<file path="src/rtl/sct_pkg.sv">
package sct_pkg;

    localparam int OFFSET_BITS_DEFAULT = 24;
    localparam int LENGTH_BITS_DEFAULT = 12;
    localparam int LINE_BITS_DEFAULT   = 16;

    typedef enum logic [4:0] {
        KIND_EOF      = 5'd0,
        KIND_NEWLINE  = 5'd1,
        KIND_LPAREN   = 5'd2,
        KIND_RPAREN   = 5'd3,
        KIND_EQ       = 5'd4,
        KIND_EQ_EQ    = 5'd5,
        KIND_PLUS     = 5'd6,
        KIND_PLUS_EQ  = 5'd7,
        KIND_MINUS    = 5'd8,
        KIND_STAR     = 5'd9,
        KIND_SLASH    = 5'd10,
        KIND_PERCENT  = 5'd11,
        KIND_COMMA    = 5'd12,
        KIND_SYMBOL   = 5'd13,
        KIND_PROC     = 5'd14,
        KIND_LET      = 5'd15,
        KIND_MUT      = 5'd16,
        KIND_INTEGER  = 5'd17,
        KIND_FLOAT    = 5'd18,
        KIND_ILLEGAL  = 5'd19
    } kind_t;

    // queue write request from the scanner
    typedef struct packed {
        logic [1:0] count;
    } sct_wr_t;

endpackage

</file>
<file path="src/rtl/sct_if.sv">
interface sct_char_if;
    logic       valid;
    logic       ready;
    logic [7:0] char_code;
    logic       end_of_source;

    modport source (output valid, output char_code, output end_of_source, input ready);
    modport sink (input valid, input char_code, input end_of_source, output ready);
endinterface

interface sct_tok_if #(
    parameter int OFFSET_BITS = sct_pkg::OFFSET_BITS_DEFAULT,
    parameter int LENGTH_BITS = sct_pkg::LENGTH_BITS_DEFAULT,
    parameter int LINE_BITS   = sct_pkg::LINE_BITS_DEFAULT
);
    logic                   valid;
    logic                   ready;
    sct_pkg::kind_t         kind;
    logic [OFFSET_BITS-1:0] byte_position;
    logic [LENGTH_BITS-1:0] token_length;
    logic [LINE_BITS-1:0]   line;
    logic [LINE_BITS-1:0]   column;
    logic                   last_of_run;

    modport source (
        output valid, output kind, output byte_position, output token_length,
        output line, output column, output last_of_run, input ready
    );
    modport sink (
        input valid, input kind, input byte_position, input token_length,
        input line, input column, input last_of_run, output ready
    );
endinterface

</file>
<file path="src/rtl/sct_scan.sv">
module sct_scan #(
    parameter int OFFSET_BITS = sct_pkg::OFFSET_BITS_DEFAULT,
    parameter int LENGTH_BITS = sct_pkg::LENGTH_BITS_DEFAULT,
    parameter int LINE_BITS   = sct_pkg::LINE_BITS_DEFAULT
) (
    input  logic                   clk,
    input  logic                   rst_n,
    input  logic                   char_valid,
    output logic                   char_ready,
    input  logic [7:0]             char_code,
    input  logic                   end_of_source,
    input  logic                   room,
    output sct_pkg::sct_wr_t       wr,
    output sct_pkg::kind_t         res_kind     [2],
    output logic [OFFSET_BITS-1:0] res_position [2],
    output logic [LENGTH_BITS-1:0] res_length   [2],
    output logic [LINE_BITS-1:0]   res_line     [2],
    output logic [LINE_BITS-1:0]   res_column   [2],
    output logic                   res_last     [2]
);
    import sct_pkg::*;

    typedef enum logic [2:0] {
        MODE_IDLE,
        MODE_EQ,
        MODE_PLUS,
        MODE_COMMENT,
        MODE_IDENT,
        MODE_INT,
        MODE_FLOAT
    } mode_t;

    localparam logic [7:0] CH_TAB     = 8'h09;
    localparam logic [7:0] CH_LF      = 8'h0a;
    localparam logic [7:0] CH_CR      = 8'h0d;
    localparam logic [7:0] CH_SPACE   = 8'h20;
    localparam logic [7:0] CH_HASH    = 8'h23;
    localparam logic [7:0] CH_PERCENT = 8'h25;
    localparam logic [7:0] CH_LPAREN  = 8'h28;
    localparam logic [7:0] CH_RPAREN  = 8'h29;
    localparam logic [7:0] CH_STAR    = 8'h2a;
    localparam logic [7:0] CH_PLUS    = 8'h2b;
    localparam logic [7:0] CH_COMMA   = 8'h2c;
    localparam logic [7:0] CH_MINUS   = 8'h2d;
    localparam logic [7:0] CH_DOT     = 8'h2e;
    localparam logic [7:0] CH_SLASH   = 8'h2f;
    localparam logic [7:0] CH_0       = 8'h30;
    localparam logic [7:0] CH_9       = 8'h39;
    localparam logic [7:0] CH_EQUALS  = 8'h3d;
    localparam logic [7:0] CH_UNDER   = 8'h5f;
    localparam logic [7:0] CH_A_LOW   = 8'h61;
    localparam logic [7:0] CH_C_LOW   = 8'h63;
    localparam logic [7:0] CH_E_LOW   = 8'h65;
    localparam logic [7:0] CH_L_LOW   = 8'h6c;
    localparam logic [7:0] CH_M_LOW   = 8'h6d;
    localparam logic [7:0] CH_O_LOW   = 8'h6f;
    localparam logic [7:0] CH_P_LOW   = 8'h70;
    localparam logic [7:0] CH_R_LOW   = 8'h72;
    localparam logic [7:0] CH_T_LOW   = 8'h74;
    localparam logic [7:0] CH_U_LOW   = 8'h75;
    localparam logic [7:0] CH_Z_LOW   = 8'h7a;
    localparam logic [7:0] CASE_BIT   = 8'h20;

    localparam logic [3:0] KW_NONE = 4'd0;
    localparam logic [3:0] KW_P    = 4'd1;
    localparam logic [3:0] KW_PR   = 4'd2;
    localparam logic [3:0] KW_PRO  = 4'd3;
    localparam logic [3:0] KW_PROC = 4'd4;
    localparam logic [3:0] KW_L    = 4'd5;
    localparam logic [3:0] KW_LE   = 4'd6;
    localparam logic [3:0] KW_LET  = 4'd7;
    localparam logic [3:0] KW_M    = 4'd8;
    localparam logic [3:0] KW_MU   = 4'd9;
    localparam logic [3:0] KW_MUT  = 4'd10;

    localparam logic [LENGTH_BITS-1:0] LEN_ONE = LENGTH_BITS'(1);
    localparam logic [LENGTH_BITS-1:0] LEN_TWO = LENGTH_BITS'(2);
    localparam logic [LENGTH_BITS-1:0] LEN_TOP = {LENGTH_BITS{1'b1}};
    localparam logic [LINE_BITS-1:0]   CNT_ONE = LINE_BITS'(1);
    localparam logic [LINE_BITS-1:0]   CNT_TOP = {LINE_BITS{1'b1}};

    function automatic logic [3:0] kw_start(input logic [7:0] c);
        logic [3:0] t;
        case (c)
            CH_P_LOW: t = KW_P;
            CH_L_LOW: t = KW_L;
            CH_M_LOW: t = KW_M;
            default:  t = KW_NONE;
        endcase
        return t;
    endfunction

    function automatic logic [3:0] kw_follow(input logic [3:0] t, input logic [7:0] c);
        logic [3:0] r;
        r = KW_NONE;
        case (t)
            KW_P:    if (c == CH_R_LOW) r = KW_PR;
            KW_PR:   if (c == CH_O_LOW) r = KW_PRO;
            KW_PRO:  if (c == CH_C_LOW) r = KW_PROC;
            KW_L:    if (c == CH_E_LOW) r = KW_LE;
            KW_LE:   if (c == CH_T_LOW) r = KW_LET;
            KW_M:    if (c == CH_U_LOW) r = KW_MU;
            KW_MU:   if (c == CH_T_LOW) r = KW_MUT;
            default: r = KW_NONE;
        endcase
        return r;
    endfunction

    // input register
    logic       stage_valid_reg;
    logic [7:0] char_reg;
    logic       eos_reg;
    logic       consume;

    // scanner state
    mode_t                  mode_reg, mode_next;
    logic [3:0]             kw_reg, kw_next;
    logic [OFFSET_BITS-1:0] pend_off_reg, pend_off_next;
    logic [LINE_BITS-1:0]   pend_col_reg, pend_col_next;
    logic [LENGTH_BITS-1:0] pend_len_reg, pend_len_next;
    logic [OFFSET_BITS-1:0] byte_cnt_reg, byte_cnt_next;
    logic [LINE_BITS-1:0]   line_cnt_reg, line_cnt_next;
    logic [LINE_BITS-1:0]   col_cnt_reg, col_cnt_next;

    // flushed token and main token of this transfer
    logic                   f_valid, m_valid;
    kind_t                  f_kind, m_kind;
    logic [OFFSET_BITS-1:0] f_off, m_off;
    logic [LENGTH_BITS-1:0] f_len, m_len;
    logic [LINE_BITS-1:0]   f_col, m_col;

    logic                   redo;
    logic                   is_letter, is_digit, is_ident_char;
    logic [7:0]             c_low;
    logic [OFFSET_BITS-1:0] byte_inc;
    logic [LINE_BITS-1:0]   col_inc;
    logic [LENGTH_BITS-1:0] len_inc;

    assign consume    = stage_valid_reg && room;
    assign char_ready = !stage_valid_reg || consume;

    assign c_low         = char_reg | CASE_BIT;
    assign is_letter     = c_low inside {[CH_A_LOW:CH_Z_LOW]};
    assign is_digit      = char_reg inside {[CH_0:CH_9]};
    assign is_ident_char = is_letter || is_digit || (char_reg == CH_UNDER);
    assign byte_inc      = byte_cnt_reg + OFFSET_BITS'(1);
    assign col_inc       = (col_cnt_reg == CNT_TOP) ? col_cnt_reg : col_cnt_reg + CNT_ONE;
    assign len_inc       = (pend_len_reg == LEN_TOP) ? pend_len_reg : pend_len_reg + LEN_ONE;

    // pending token as it stands
    always_comb
    begin
        f_valid = 1'b0;
        f_kind  = KIND_SYMBOL;
        f_off   = pend_off_reg;
        f_len   = pend_len_reg;
        f_col   = pend_col_reg;
        case (mode_reg)
            MODE_EQ:
            begin
                f_valid = 1'b1;
                f_kind  = KIND_EQ;
                f_len   = LEN_ONE;
            end
            MODE_PLUS:
            begin
                f_valid = 1'b1;
                f_kind  = KIND_PLUS;
                f_len   = LEN_ONE;
            end
            MODE_IDENT:
            begin
                f_valid = 1'b1;
                if (kw_reg == KW_PROC)
                    f_kind = KIND_PROC;
                else if (kw_reg == KW_LET)
                    f_kind = KIND_LET;
                else if (kw_reg == KW_MUT)
                    f_kind = KIND_MUT;
                else
                    f_kind = KIND_SYMBOL;
            end
            MODE_INT:
            begin
                f_valid = 1'b1;
                f_kind  = KIND_INTEGER;
            end
            MODE_FLOAT:
            begin
                f_valid = 1'b1;
                f_kind  = KIND_FLOAT;
            end
            default:
            begin
                f_valid = 1'b0;
            end
        endcase
    end

    always_comb
    begin
        mode_next     = mode_reg;
        kw_next       = kw_reg;
        pend_off_next = pend_off_reg;
        pend_col_next = pend_col_reg;
        pend_len_next = pend_len_reg;
        byte_cnt_next = byte_cnt_reg;
        line_cnt_next = line_cnt_reg;
        col_cnt_next  = col_cnt_reg;
        m_valid       = 1'b0;
        m_kind        = KIND_ILLEGAL;
        m_off         = byte_cnt_reg;
        m_len         = LEN_ONE;
        m_col         = col_cnt_reg;
        redo          = 1'b0;
        wr.count      = 2'd0;

        if (eos_reg)
        begin
            // flush, eof, then back to reset values
            m_valid       = 1'b1;
            m_kind        = KIND_EOF;
            mode_next     = MODE_IDLE;
            kw_next       = KW_NONE;
            pend_off_next = '0;
            pend_col_next = CNT_ONE;
            pend_len_next = '0;
            byte_cnt_next = '0;
            line_cnt_next = CNT_ONE;
            col_cnt_next  = CNT_ONE;
        end
        else
        begin
            case (mode_reg)
                MODE_EQ, MODE_PLUS:
                begin
                    if (char_reg == CH_EQUALS)
                    begin
                        m_valid       = 1'b1;
                        m_kind        = (mode_reg == MODE_EQ) ? KIND_EQ_EQ : KIND_PLUS_EQ;
                        m_off         = pend_off_reg;
                        m_len         = LEN_TWO;
                        m_col         = pend_col_reg;
                        mode_next     = MODE_IDLE;
                        byte_cnt_next = byte_inc;
                        col_cnt_next  = col_inc;
                    end
                    else
                        redo = 1'b1;
                end
                MODE_COMMENT:
                begin
                    if (char_reg == CH_LF)
                        redo = 1'b1;
                    else
                    begin
                        byte_cnt_next = byte_inc;
                        col_cnt_next  = col_inc;
                    end
                end
                MODE_IDENT:
                begin
                    if (is_ident_char)
                    begin
                        kw_next       = kw_follow(kw_reg, char_reg);
                        pend_len_next = len_inc;
                        byte_cnt_next = byte_inc;
                        col_cnt_next  = col_inc;
                    end
                    else
                        redo = 1'b1;
                end
                MODE_INT:
                begin
                    if (is_digit || char_reg == CH_UNDER || char_reg == CH_DOT)
                    begin
                        if (char_reg == CH_DOT)
                            mode_next = MODE_FLOAT;
                        pend_len_next = len_inc;
                        byte_cnt_next = byte_inc;
                        col_cnt_next  = col_inc;
                    end
                    else
                        redo = 1'b1;
                end
                MODE_FLOAT:
                begin
                    if (is_digit || char_reg == CH_UNDER)
                    begin
                        pend_len_next = len_inc;
                        byte_cnt_next = byte_inc;
                        col_cnt_next  = col_inc;
                    end
                    else
                        redo = 1'b1;
                end
                default:
                begin
                    redo = 1'b1;
                end
            endcase

            if (redo)
            begin
                // byte starts afresh from idle
                mode_next     = MODE_IDLE;
                kw_next       = KW_NONE;
                byte_cnt_next = byte_inc;
                col_cnt_next  = col_inc;
                case (char_reg)
                    CH_SPACE, CH_TAB, CH_CR:
                    begin
                        m_valid = 1'b0;
                    end
                    CH_LF:
                    begin
                        m_valid       = 1'b1;
                        m_kind        = KIND_NEWLINE;
                        line_cnt_next = (line_cnt_reg == CNT_TOP) ? line_cnt_reg
                                                                  : line_cnt_reg + CNT_ONE;
                        col_cnt_next  = CNT_ONE;
                    end
                    CH_EQUALS, CH_PLUS:
                    begin
                        mode_next     = (char_reg == CH_EQUALS) ? MODE_EQ : MODE_PLUS;
                        pend_off_next = byte_cnt_reg;
                        pend_col_next = col_cnt_reg;
                        pend_len_next = LEN_ONE;
                    end
                    CH_HASH:
                    begin
                        mode_next = MODE_COMMENT;
                    end
                    CH_LPAREN:
                    begin
                        m_valid = 1'b1;
                        m_kind  = KIND_LPAREN;
                    end
                    CH_RPAREN:
                    begin
                        m_valid = 1'b1;
                        m_kind  = KIND_RPAREN;
                    end
                    CH_MINUS:
                    begin
                        m_valid = 1'b1;
                        m_kind  = KIND_MINUS;
                    end
                    CH_STAR:
                    begin
                        m_valid = 1'b1;
                        m_kind  = KIND_STAR;
                    end
                    CH_SLASH:
                    begin
                        m_valid = 1'b1;
                        m_kind  = KIND_SLASH;
                    end
                    CH_PERCENT:
                    begin
                        m_valid = 1'b1;
                        m_kind  = KIND_PERCENT;
                    end
                    CH_COMMA:
                    begin
                        m_valid = 1'b1;
                        m_kind  = KIND_COMMA;
                    end
                    default:
                    begin
                        if (is_letter || char_reg == CH_UNDER || is_digit)
                        begin
                            mode_next     = is_digit ? MODE_INT : MODE_IDENT;
                            kw_next       = is_digit ? KW_NONE : kw_start(char_reg);
                            pend_off_next = byte_cnt_reg;
                            pend_col_next = col_cnt_reg;
                            pend_len_next = LEN_ONE;
                        end
                        else
                        begin
                            m_valid = 1'b1;
                            m_kind  = KIND_ILLEGAL;
                        end
                    end
                endcase
            end
        end

        // a pending token is flushed on end or when the byte does not extend it
        if (consume)
            wr.count = 2'(((eos_reg || redo) && f_valid) ? 1 : 0) + 2'(m_valid ? 1 : 0);
    end

    // slot 0 takes the flushed token first, slot 1 the main token
    always_comb
    begin
        if ((eos_reg || redo) && f_valid)
        begin
            res_kind[0]     = f_kind;
            res_position[0] = f_off;
            res_length[0]   = f_len;
            res_column[0]   = f_col;
            res_last[0]     = !m_valid;
        end
        else
        begin
            res_kind[0]     = m_kind;
            res_position[0] = m_off;
            res_length[0]   = m_len;
            res_column[0]   = m_col;
            res_last[0]     = 1'b1;
        end
        res_line[0]     = line_cnt_reg;
        res_kind[1]     = m_kind;
        res_position[1] = m_off;
        res_length[1]   = m_len;
        res_column[1]   = m_col;
        res_line[1]     = line_cnt_reg;
        res_last[1]     = 1'b1;
    end

    always_ff @(posedge clk or negedge rst_n)
    begin
        if (!rst_n)
        begin
            stage_valid_reg <= 1'b0;
            mode_reg        <= MODE_IDLE;
            kw_reg          <= KW_NONE;
            pend_off_reg    <= '0;
            pend_col_reg    <= CNT_ONE;
            pend_len_reg    <= '0;
            byte_cnt_reg    <= '0;
            line_cnt_reg    <= CNT_ONE;
            col_cnt_reg     <= CNT_ONE;
        end
        else
        begin
            if (char_ready)
                stage_valid_reg <= char_valid;
            if (consume)
            begin
                mode_reg     <= mode_next;
                kw_reg       <= kw_next;
                pend_off_reg <= pend_off_next;
                pend_col_reg <= pend_col_next;
                pend_len_reg <= pend_len_next;
                byte_cnt_reg <= byte_cnt_next;
                line_cnt_reg <= line_cnt_next;
                col_cnt_reg  <= col_cnt_next;
            end
        end
    end

    always_ff @(posedge clk)
    begin
        if (char_ready && char_valid)
        begin
            char_reg <= char_code;
            eos_reg  <= end_of_source;
        end
    end

endmodule

</file>
<file path="src/rtl/sct_queue.sv">
module sct_queue #(
    parameter int OFFSET_BITS = sct_pkg::OFFSET_BITS_DEFAULT,
    parameter int LENGTH_BITS = sct_pkg::LENGTH_BITS_DEFAULT,
    parameter int LINE_BITS   = sct_pkg::LINE_BITS_DEFAULT
) (
    input  logic                   clk,
    input  logic                   rst_n,
    input  sct_pkg::sct_wr_t       wr,
    input  sct_pkg::kind_t         res_kind     [2],
    input  logic [OFFSET_BITS-1:0] res_position [2],
    input  logic [LENGTH_BITS-1:0] res_length   [2],
    input  logic [LINE_BITS-1:0]   res_line     [2],
    input  logic [LINE_BITS-1:0]   res_column   [2],
    input  logic                   res_last     [2],
    output logic                   room,
    sct_tok_if.source              tokens
);
    import sct_pkg::*;

    localparam int DEPTH = 4;
    localparam int PTR_BITS = $clog2(DEPTH);

    kind_t                  kind_mem   [DEPTH];
    logic [OFFSET_BITS-1:0] pos_mem    [DEPTH];
    logic [LENGTH_BITS-1:0] len_mem    [DEPTH];
    logic [LINE_BITS-1:0]   line_mem   [DEPTH];
    logic [LINE_BITS-1:0]   col_mem    [DEPTH];
    logic                   last_mem   [DEPTH];

    logic [PTR_BITS-1:0] wr_ptr_reg, rd_ptr_reg;
    logic [PTR_BITS:0]   count_reg;
    logic [PTR_BITS-1:0] wr_ptr_alt;
    logic                pop;

    // room for two tokens
    assign room       = count_reg <= (PTR_BITS + 1)'(DEPTH - 2);
    assign pop        = tokens.valid && tokens.ready;
    assign wr_ptr_alt = wr_ptr_reg + PTR_BITS'(1);

    assign tokens.valid         = count_reg != '0;
    assign tokens.kind          = kind_mem[rd_ptr_reg];
    assign tokens.byte_position = pos_mem[rd_ptr_reg];
    assign tokens.token_length  = len_mem[rd_ptr_reg];
    assign tokens.line          = line_mem[rd_ptr_reg];
    assign tokens.column        = col_mem[rd_ptr_reg];
    assign tokens.last_of_run   = last_mem[rd_ptr_reg];

    always_ff @(posedge clk or negedge rst_n)
    begin
        if (!rst_n)
        begin
            wr_ptr_reg <= '0;
            rd_ptr_reg <= '0;
            count_reg  <= '0;
        end
        else
        begin
            wr_ptr_reg <= wr_ptr_reg + PTR_BITS'(wr.count);
            if (pop)
                rd_ptr_reg <= rd_ptr_reg + PTR_BITS'(1);
            count_reg <= count_reg + (PTR_BITS + 1)'(wr.count) - (PTR_BITS + 1)'(pop);
        end
    end

    always_ff @(posedge clk)
    begin
        if (wr.count != 2'd0)
        begin
            kind_mem[wr_ptr_reg] <= res_kind[0];
            pos_mem[wr_ptr_reg]  <= res_position[0];
            len_mem[wr_ptr_reg]  <= res_length[0];
            line_mem[wr_ptr_reg] <= res_line[0];
            col_mem[wr_ptr_reg]  <= res_column[0];
            last_mem[wr_ptr_reg] <= res_last[0];
        end
        if (wr.count == 2'd2)
        begin
            kind_mem[wr_ptr_alt] <= res_kind[1];
            pos_mem[wr_ptr_alt]  <= res_position[1];
            len_mem[wr_ptr_alt]  <= res_length[1];
            line_mem[wr_ptr_alt] <= res_line[1];
            col_mem[wr_ptr_alt]  <= res_column[1];
            last_mem[wr_ptr_alt] <= res_last[1];
        end
    end

endmodule

</file>
<file path="src/rtl/source_char_tokenizer.sv">
// Source tokenizer taking one byte per transfer on source and giving tokens on
// tokens. A byte is taken every cycle while the queue has room for two tokens: it
// lands in an input register; the scanner updates its mode and counters from it
// when the byte is consumed and writes the tokens it closes into a four-entry
// output queue, so a byte's first token passes the input register and the queue
// before it can be taken. A byte closes at most two tokens (a pending token and
// the byte's own, or a pending token and eof); tokens leave one per cycle while
// the consumer is ready; one byte per cycle holds if most give at most one token.
module source_char_tokenizer #(
    parameter int OFFSET_BITS = sct_pkg::OFFSET_BITS_DEFAULT,
    parameter int LENGTH_BITS = sct_pkg::LENGTH_BITS_DEFAULT,
    parameter int LINE_BITS   = sct_pkg::LINE_BITS_DEFAULT
) (
    input logic        clk,
    input logic        rst_n,
    sct_char_if.sink   source,
    sct_tok_if.source  tokens
);
    import sct_pkg::*;

    sct_wr_t                wr;
    logic                   room;
    kind_t                  res_kind     [2];
    logic [OFFSET_BITS-1:0] res_position [2];
    logic [LENGTH_BITS-1:0] res_length   [2];
    logic [LINE_BITS-1:0]   res_line     [2];
    logic [LINE_BITS-1:0]   res_column   [2];
    logic                   res_last     [2];

    sct_scan #(
        .OFFSET_BITS (OFFSET_BITS),
        .LENGTH_BITS (LENGTH_BITS),
        .LINE_BITS   (LINE_BITS)
    ) u_scan (
        .clk           (clk),
        .rst_n         (rst_n),
        .char_valid    (source.valid),
        .char_ready    (source.ready),
        .char_code     (source.char_code),
        .end_of_source (source.end_of_source),
        .room          (room),
        .wr            (wr),
        .res_kind      (res_kind),
        .res_position  (res_position),
        .res_length    (res_length),
        .res_line      (res_line),
        .res_column    (res_column),
        .res_last      (res_last)
    );

    sct_queue #(
        .OFFSET_BITS (OFFSET_BITS),
        .LENGTH_BITS (LENGTH_BITS),
        .LINE_BITS   (LINE_BITS)
    ) u_queue (
        .clk          (clk),
        .rst_n        (rst_n),
        .wr           (wr),
        .res_kind     (res_kind),
        .res_position (res_position),
        .res_length   (res_length),
        .res_line     (res_line),
        .res_column   (res_column),
        .res_last     (res_last),
        .room         (room),
        .tokens       (tokens)
    );

endmodule
</file>
<file path="src/flat_wrapper.sv">
// flat-port wrapper written by rule: the top's interface ports become plain ports
module source_char_tokenizer_flat import sct_pkg::*;
#(
    parameter int OFFSET_BITS = sct_pkg::OFFSET_BITS_DEFAULT,
    parameter int LENGTH_BITS = sct_pkg::LENGTH_BITS_DEFAULT,
    parameter int LINE_BITS   = sct_pkg::LINE_BITS_DEFAULT
)
  (clk, rst_n, source_valid, source_char_code, source_end_of_source, source_ready, tokens_valid, tokens_kind, tokens_byte_position, tokens_token_length, tokens_line, tokens_column, tokens_last_of_run, tokens_ready);
  sct_char_if source_i ();
  sct_tok_if #(.OFFSET_BITS(OFFSET_BITS), .LENGTH_BITS(LENGTH_BITS), .LINE_BITS(LINE_BITS)) tokens_i ();
  input logic clk;
  input logic rst_n;
  input wire logic [$bits(source_i.valid)-1:0] source_valid;
  input wire logic [$bits(source_i.char_code)-1:0] source_char_code;
  input wire logic [$bits(source_i.end_of_source)-1:0] source_end_of_source;
  output wire logic [$bits(source_i.ready)-1:0] source_ready;
  output wire logic [$bits(tokens_i.valid)-1:0] tokens_valid;
  output wire logic [$bits(tokens_i.kind)-1:0] tokens_kind;
  output wire logic [$bits(tokens_i.byte_position)-1:0] tokens_byte_position;
  output wire logic [$bits(tokens_i.token_length)-1:0] tokens_token_length;
  output wire logic [$bits(tokens_i.line)-1:0] tokens_line;
  output wire logic [$bits(tokens_i.column)-1:0] tokens_column;
  output wire logic [$bits(tokens_i.last_of_run)-1:0] tokens_last_of_run;
  input wire logic [$bits(tokens_i.ready)-1:0] tokens_ready;
  assign source_i.valid = source_valid;
  assign source_i.char_code = source_char_code;
  assign source_i.end_of_source = source_end_of_source;
  assign source_ready = source_i.ready;
  assign tokens_valid = tokens_i.valid;
  assign tokens_kind = tokens_i.kind;
  assign tokens_byte_position = tokens_i.byte_position;
  assign tokens_token_length = tokens_i.token_length;
  assign tokens_line = tokens_i.line;
  assign tokens_column = tokens_i.column;
  assign tokens_last_of_run = tokens_i.last_of_run;
  assign tokens_i.ready = tokens_ready;
  source_char_tokenizer #(.OFFSET_BITS(OFFSET_BITS), .LENGTH_BITS(LENGTH_BITS), .LINE_BITS(LINE_BITS)) u_core (.clk(clk), .rst_n(rst_n), .source(source_i), .tokens(tokens_i));
endmodule
</file>
<file path="config.mk">
export PLATFORM = sky130hd
export DESIGN_NAME = source_char_tokenizer_flat
export DESIGN_NICKNAME = d
export VERILOG_FILES = /design/src/rtl/sct_pkg.sv /design/src/rtl/sct_if.sv /design/src/rtl/sct_scan.sv /design/src/rtl/sct_queue.sv /design/src/rtl/source_char_tokenizer.sv /design/src/flat_wrapper.sv
export SDC_FILE = /design/constraint.sdc
export NUM_CORES = 1
export LEC_CHECK = 0
export BUFFER_PORTS_ARGS = -buffer_cell sky130_fd_sc_hd__buf_4
export CAP_MARGIN = 20
export CORE_MARGIN = 5
export CORE_UTILIZATION = 60
export CTS_CLUSTER_SIZE = 16
export DETAILED_ROUTE_END_ITERATION = 8
export GPL_ROUTABILITY_DRIVEN = 0
export PLACE_DENSITY_LB_ADDON = 0.15
export SYNTH_ARGS = -nofsm -noshare
export SYNTH_HDL_FRONTEND = slang
export SYNTH_HIERARCHICAL = 1
export SYNTH_SLANG_ARGS = --single-unit
export TNS_END_PERCENT = 10
</file>
<file path="constraint.sdc">
create_clock -name clk -period 11.1 [get_ports clk]
set_input_delay 0 -clock clk [delete_from_list [all_inputs] [get_ports clk]]
set_output_delay 0 -clock clk [all_outputs]
set_load 0.05 [all_outputs]
</file>
==> flow_summary_export.csv <==
group,metric,value,unit
clock_network,root_buffer,"clkbuf_16",
power,p_leak,9.66,nW
power,comb_power_share,41.1,%
grt,grt_overflow,0,
die,coreArea,38600,um^2
timing,relSlewSlack,28.8,%
clock_network,clock_latency,580,ps
clock_network,numCtsBuffers,46,
power,power.switching,2.61,mW
worst_setup_path,required,11430,ps
logic_synthesis,synth-edff-count,305,
logic_synthesis,ys_seq_elements,428,
logic_synthesis,netlist_area,23400,um^2
finish,layout-drive-gt1-share,37.3,%
power,clock_power_share,23.1,%
place,pre_cts_slack,5330,ps
grt,grt_use_total,24.1,%
route,viasPerCell,6.25,
logic_synthesis,synth_ff_type,"edfxtp_1",
logic_synthesis,seq_area_frac_synth,52.4,%
logic_synthesis,ys_top_cells_by_area,"edfxtp_1 (39%), dfrtp_1 (13%), mux2_2 (13%)",
place,dp_cells,2180,
power,powerDensity,256,nW/um^2
place,hpwlAfterDp,30300,um
clock_network,clock_sinks,428,
clock_network,cts_buffer_depth,3,
route,top_layer,"met4",
die,ios,89,
logic_synthesis,synth.most_common_cell,"edfxtp_1",
place,io_buffers,88,
die,die_h,207,um
timing,fin_crit,5640,ps
status,run_status,"finished, final reports clean",
route,drt_iter0_drc,1134,
worst_hold_path,min_path_type,"input pin to async pin",
logic_synthesis,synth_top_cell_by_area,"edfxtp_1",
timing,setup_slack,5460,ps
finish,fin_nets,1748,
worst_setup_path,reg2reg_slack,5460,ps
power,internal_power,3.98,mW
timing,worst_pin_slew,1070,ps
power,max-vdd-ir-drop,0.000214,V
logic_synthesis,yosys_warnings,6,
worst_setup_path,cp_max_fo,38,
clock_network,h-tree-depth,2,
finish,largest_reg_flops,96,
route,routed_wl,52300,um
grt,grt_pass1_vias,14400,
finish,top_register,"u_core/u_queue/pos_mem",
grt,antenna_found_initial,0,
timing,fin_tns_setup,0,ps
job,cap_violations,0,
finish,largestRegisters,"u_core/u_queue/pos_mem (96), u_core/u_queue/col_mem (64), u_core/u_queue/line_mem (64)",
worst_setup_path,path_class,"register to register",
finish,syn_to_final_growth,10.2,%
route,drc,0,
logic_synthesis,ys_types,79,
logic_synthesis,synth_commonest_cells,"edfxtp_1 (305), mux2_2 (265), dfrtp_1 (120), mux2_4 (109), nand2_1 (108)",
route,dr_total_vias,14200,
timing,slew_violations,0,
die,fp.dieW,207,um
timing,skew,21.0,ps
worst_setup_path,crit_path_end_kind,"register",
logic_synthesis,synth_top_area_share,39.2,%
clock_network,cts_resized,0,
route,drtPass1Iterations,8,
power,switching_share,39.6,%
logic_synthesis,syn_area_per_cell,13.9,um^2
worst_setup_path,startpoint_type,"register",
route,wl_met3,3520,um
finish,antennaDiodeCount,0,
timing,period_share,50.8,%
route,antenna_left,0,
clock_network,post_cts_buffers,0,
timing,rsz0062_at_grt,"no",
logic_synthesis,ys_async_sr_fraction,28.7,%
timing,setup_violations,0,
route,wl_met2,25200,um
route,wl_met1,22600,um
grt,grt_pass1_wl,83300,um
die,rows,72,
logic_synthesis,syn-instance-count,1679,
die,die-area,43000,um^2
grt,grt_max_degree,69,
clock_network,clk_pin_slew_worst_paths,60,ps
timing,hold_violations,0,
timing,fmax,177,MHz
power,p_seq_share,35.8,%
die,initial_utilization,60.6,%
route,routedWlPerCell,22.9,um
clock_network,cts_tree,"yes",
worst_setup_path,crit_arrival,5960,ps
finish,instances_no_fill,2280,
[cell usage in the layout, fill, tap and decap left out, types with 5 or more instances in the layout]
cell type      synthesis  routed
o41ai_1                5       5
xnor2_1               20      20
ha_1                   9       9
mux2i_1                7       7
nor4_1                13      12
mux2_2               265     265
clkinv_1               0       8
nor3_1                12      12
a21oi_1               32      32
inv_1                 24      24
clkbuf_16              0      47
o21ai_0               73      72
and2_1                19      19
or3_1                 14      14
xor2_1                26      26
clkbuf_1              46      11
edfxtp_1             305     305
nand4_1               16      16
nor2_1                83      80
nand2_1              108     106
clkbuf_8               0       7
mux4_2                74      74
clkinv_2               0       6
o21ai_1                8       8
and3_1                11      11
nand2b_1              13      13
a22oi_1               44      44
conb_1                 2      11
dlygate4sd3_1          0      12
buf_4                 33     112
nand3_1               31      31
a31oi_1                5       5
mux2_4               109     109
dfrtp_1              120     118
and4_1                 8       8
[through the flow]
step                utilization (%)  total power [mW]  area [um^2]  hold slack (ps)
floorplan                         -              4.35        23400             -296
global placement               62.4              5.07        24100              118
detailed placement             62.4              5.10        24100              117
CTS                            66.6              6.64        25700             51.0
global route                   66.8              6.89        25700              134
finish                         66.8              6.60        25700             65.0
[repair_timing]
action / 4_1_cts / 5_1_grt
endpoints found under the hold margin: 76 / 0
hold buffers: 12 / 0
endpoints found under the setup margin: 0 / 0
[metal layers]
layer / vias to the layer above / track usage (%)
li1: 6519 / -
met1: 7165 / 34.1
met2: 485 / 38.7
met3: 80 / 4.96
met4: 0 / 5.84
met5: - / 0
[power groups by stage]
stage	registers, mW	logic [mW]	clock network (mW)
finish	2.36	2.71	1.52
global route	2.40	2.86	1.63
floorplan	2.29	2.05	0
detailed placement	2.40	2.70	0
global placement	2.38	2.69	0
CTS	2.37	2.72	1.55
[cell families (layout without fill, tap and decap cells)]
kind of cell | count (synthesis) | in the layout | share of synthesized area [%]
other | 2 | 11 | 0.0321
buffers and inverters | 162 | 236 | 4.23
XOR/XNOR | 46 | 46 | 1.72
flip-flops | 428 | 428 | 52.4
adder cells (fa/ha/maj) | 10 | 10 | 0.568
AO/OA/AOI/OAI | 219 | 219 | 6.14
AND/OR/NAND/NOR | 356 | 356 | 7.68
multiplexers | 456 | 456 | 27.3
[worst paths after layout]
kind | from | cells past startpoint | endpoint
setup / recovery | u_core/u_scan/char_reg[3] | 12 | u_core/u_queue/kind_mem[3][4]
hold / removal | rst_n | 2 | u_core/u_scan/f_off[9]
setup reg to reg | u_core/u_scan/char_reg[3] | 12 | u_core/u_queue/kind_mem[3][4]
hold reg to reg | u_core/u_scan/f_off[14] | 2 | u_core/u_scan/f_off[14]
max in group asynchronous | rst_n | 3 | u_core/u_queue/rd_ptr_reg[0]
min in group clk | source_char_code[0] | 2 | u_core/u_scan/char_reg[0]
[worst max-delay path: stages (launching register included)]
cell       delay [ps]
edfxtp_1          660
nor2_1            210
nor4b_1           520
o32ai_2           230
a2bb2oi_2         190
buf_4             210
o31ai_1           410
ha_1              220
inv_1              80
nor2_1            410
and4bb_4          950
buf_4             790
mux2_2            410
[layout make-up]
| type | count | area [um^2] |
|---|---|---|
| clock buffer | 65 | 1310 |
| sequential | 428 | 12200 |
| tap | 518 | 648 |
| multi-input combinational | 1098 | 10200 |
| clock inverter | 20 | 186 |
| inverter | 24 | 90.1 |
| fill | 2797 | 12800 |
| timing repair buffer | 127 | 1020 |
Note: power is estimated with default switching activity, not from simulation.
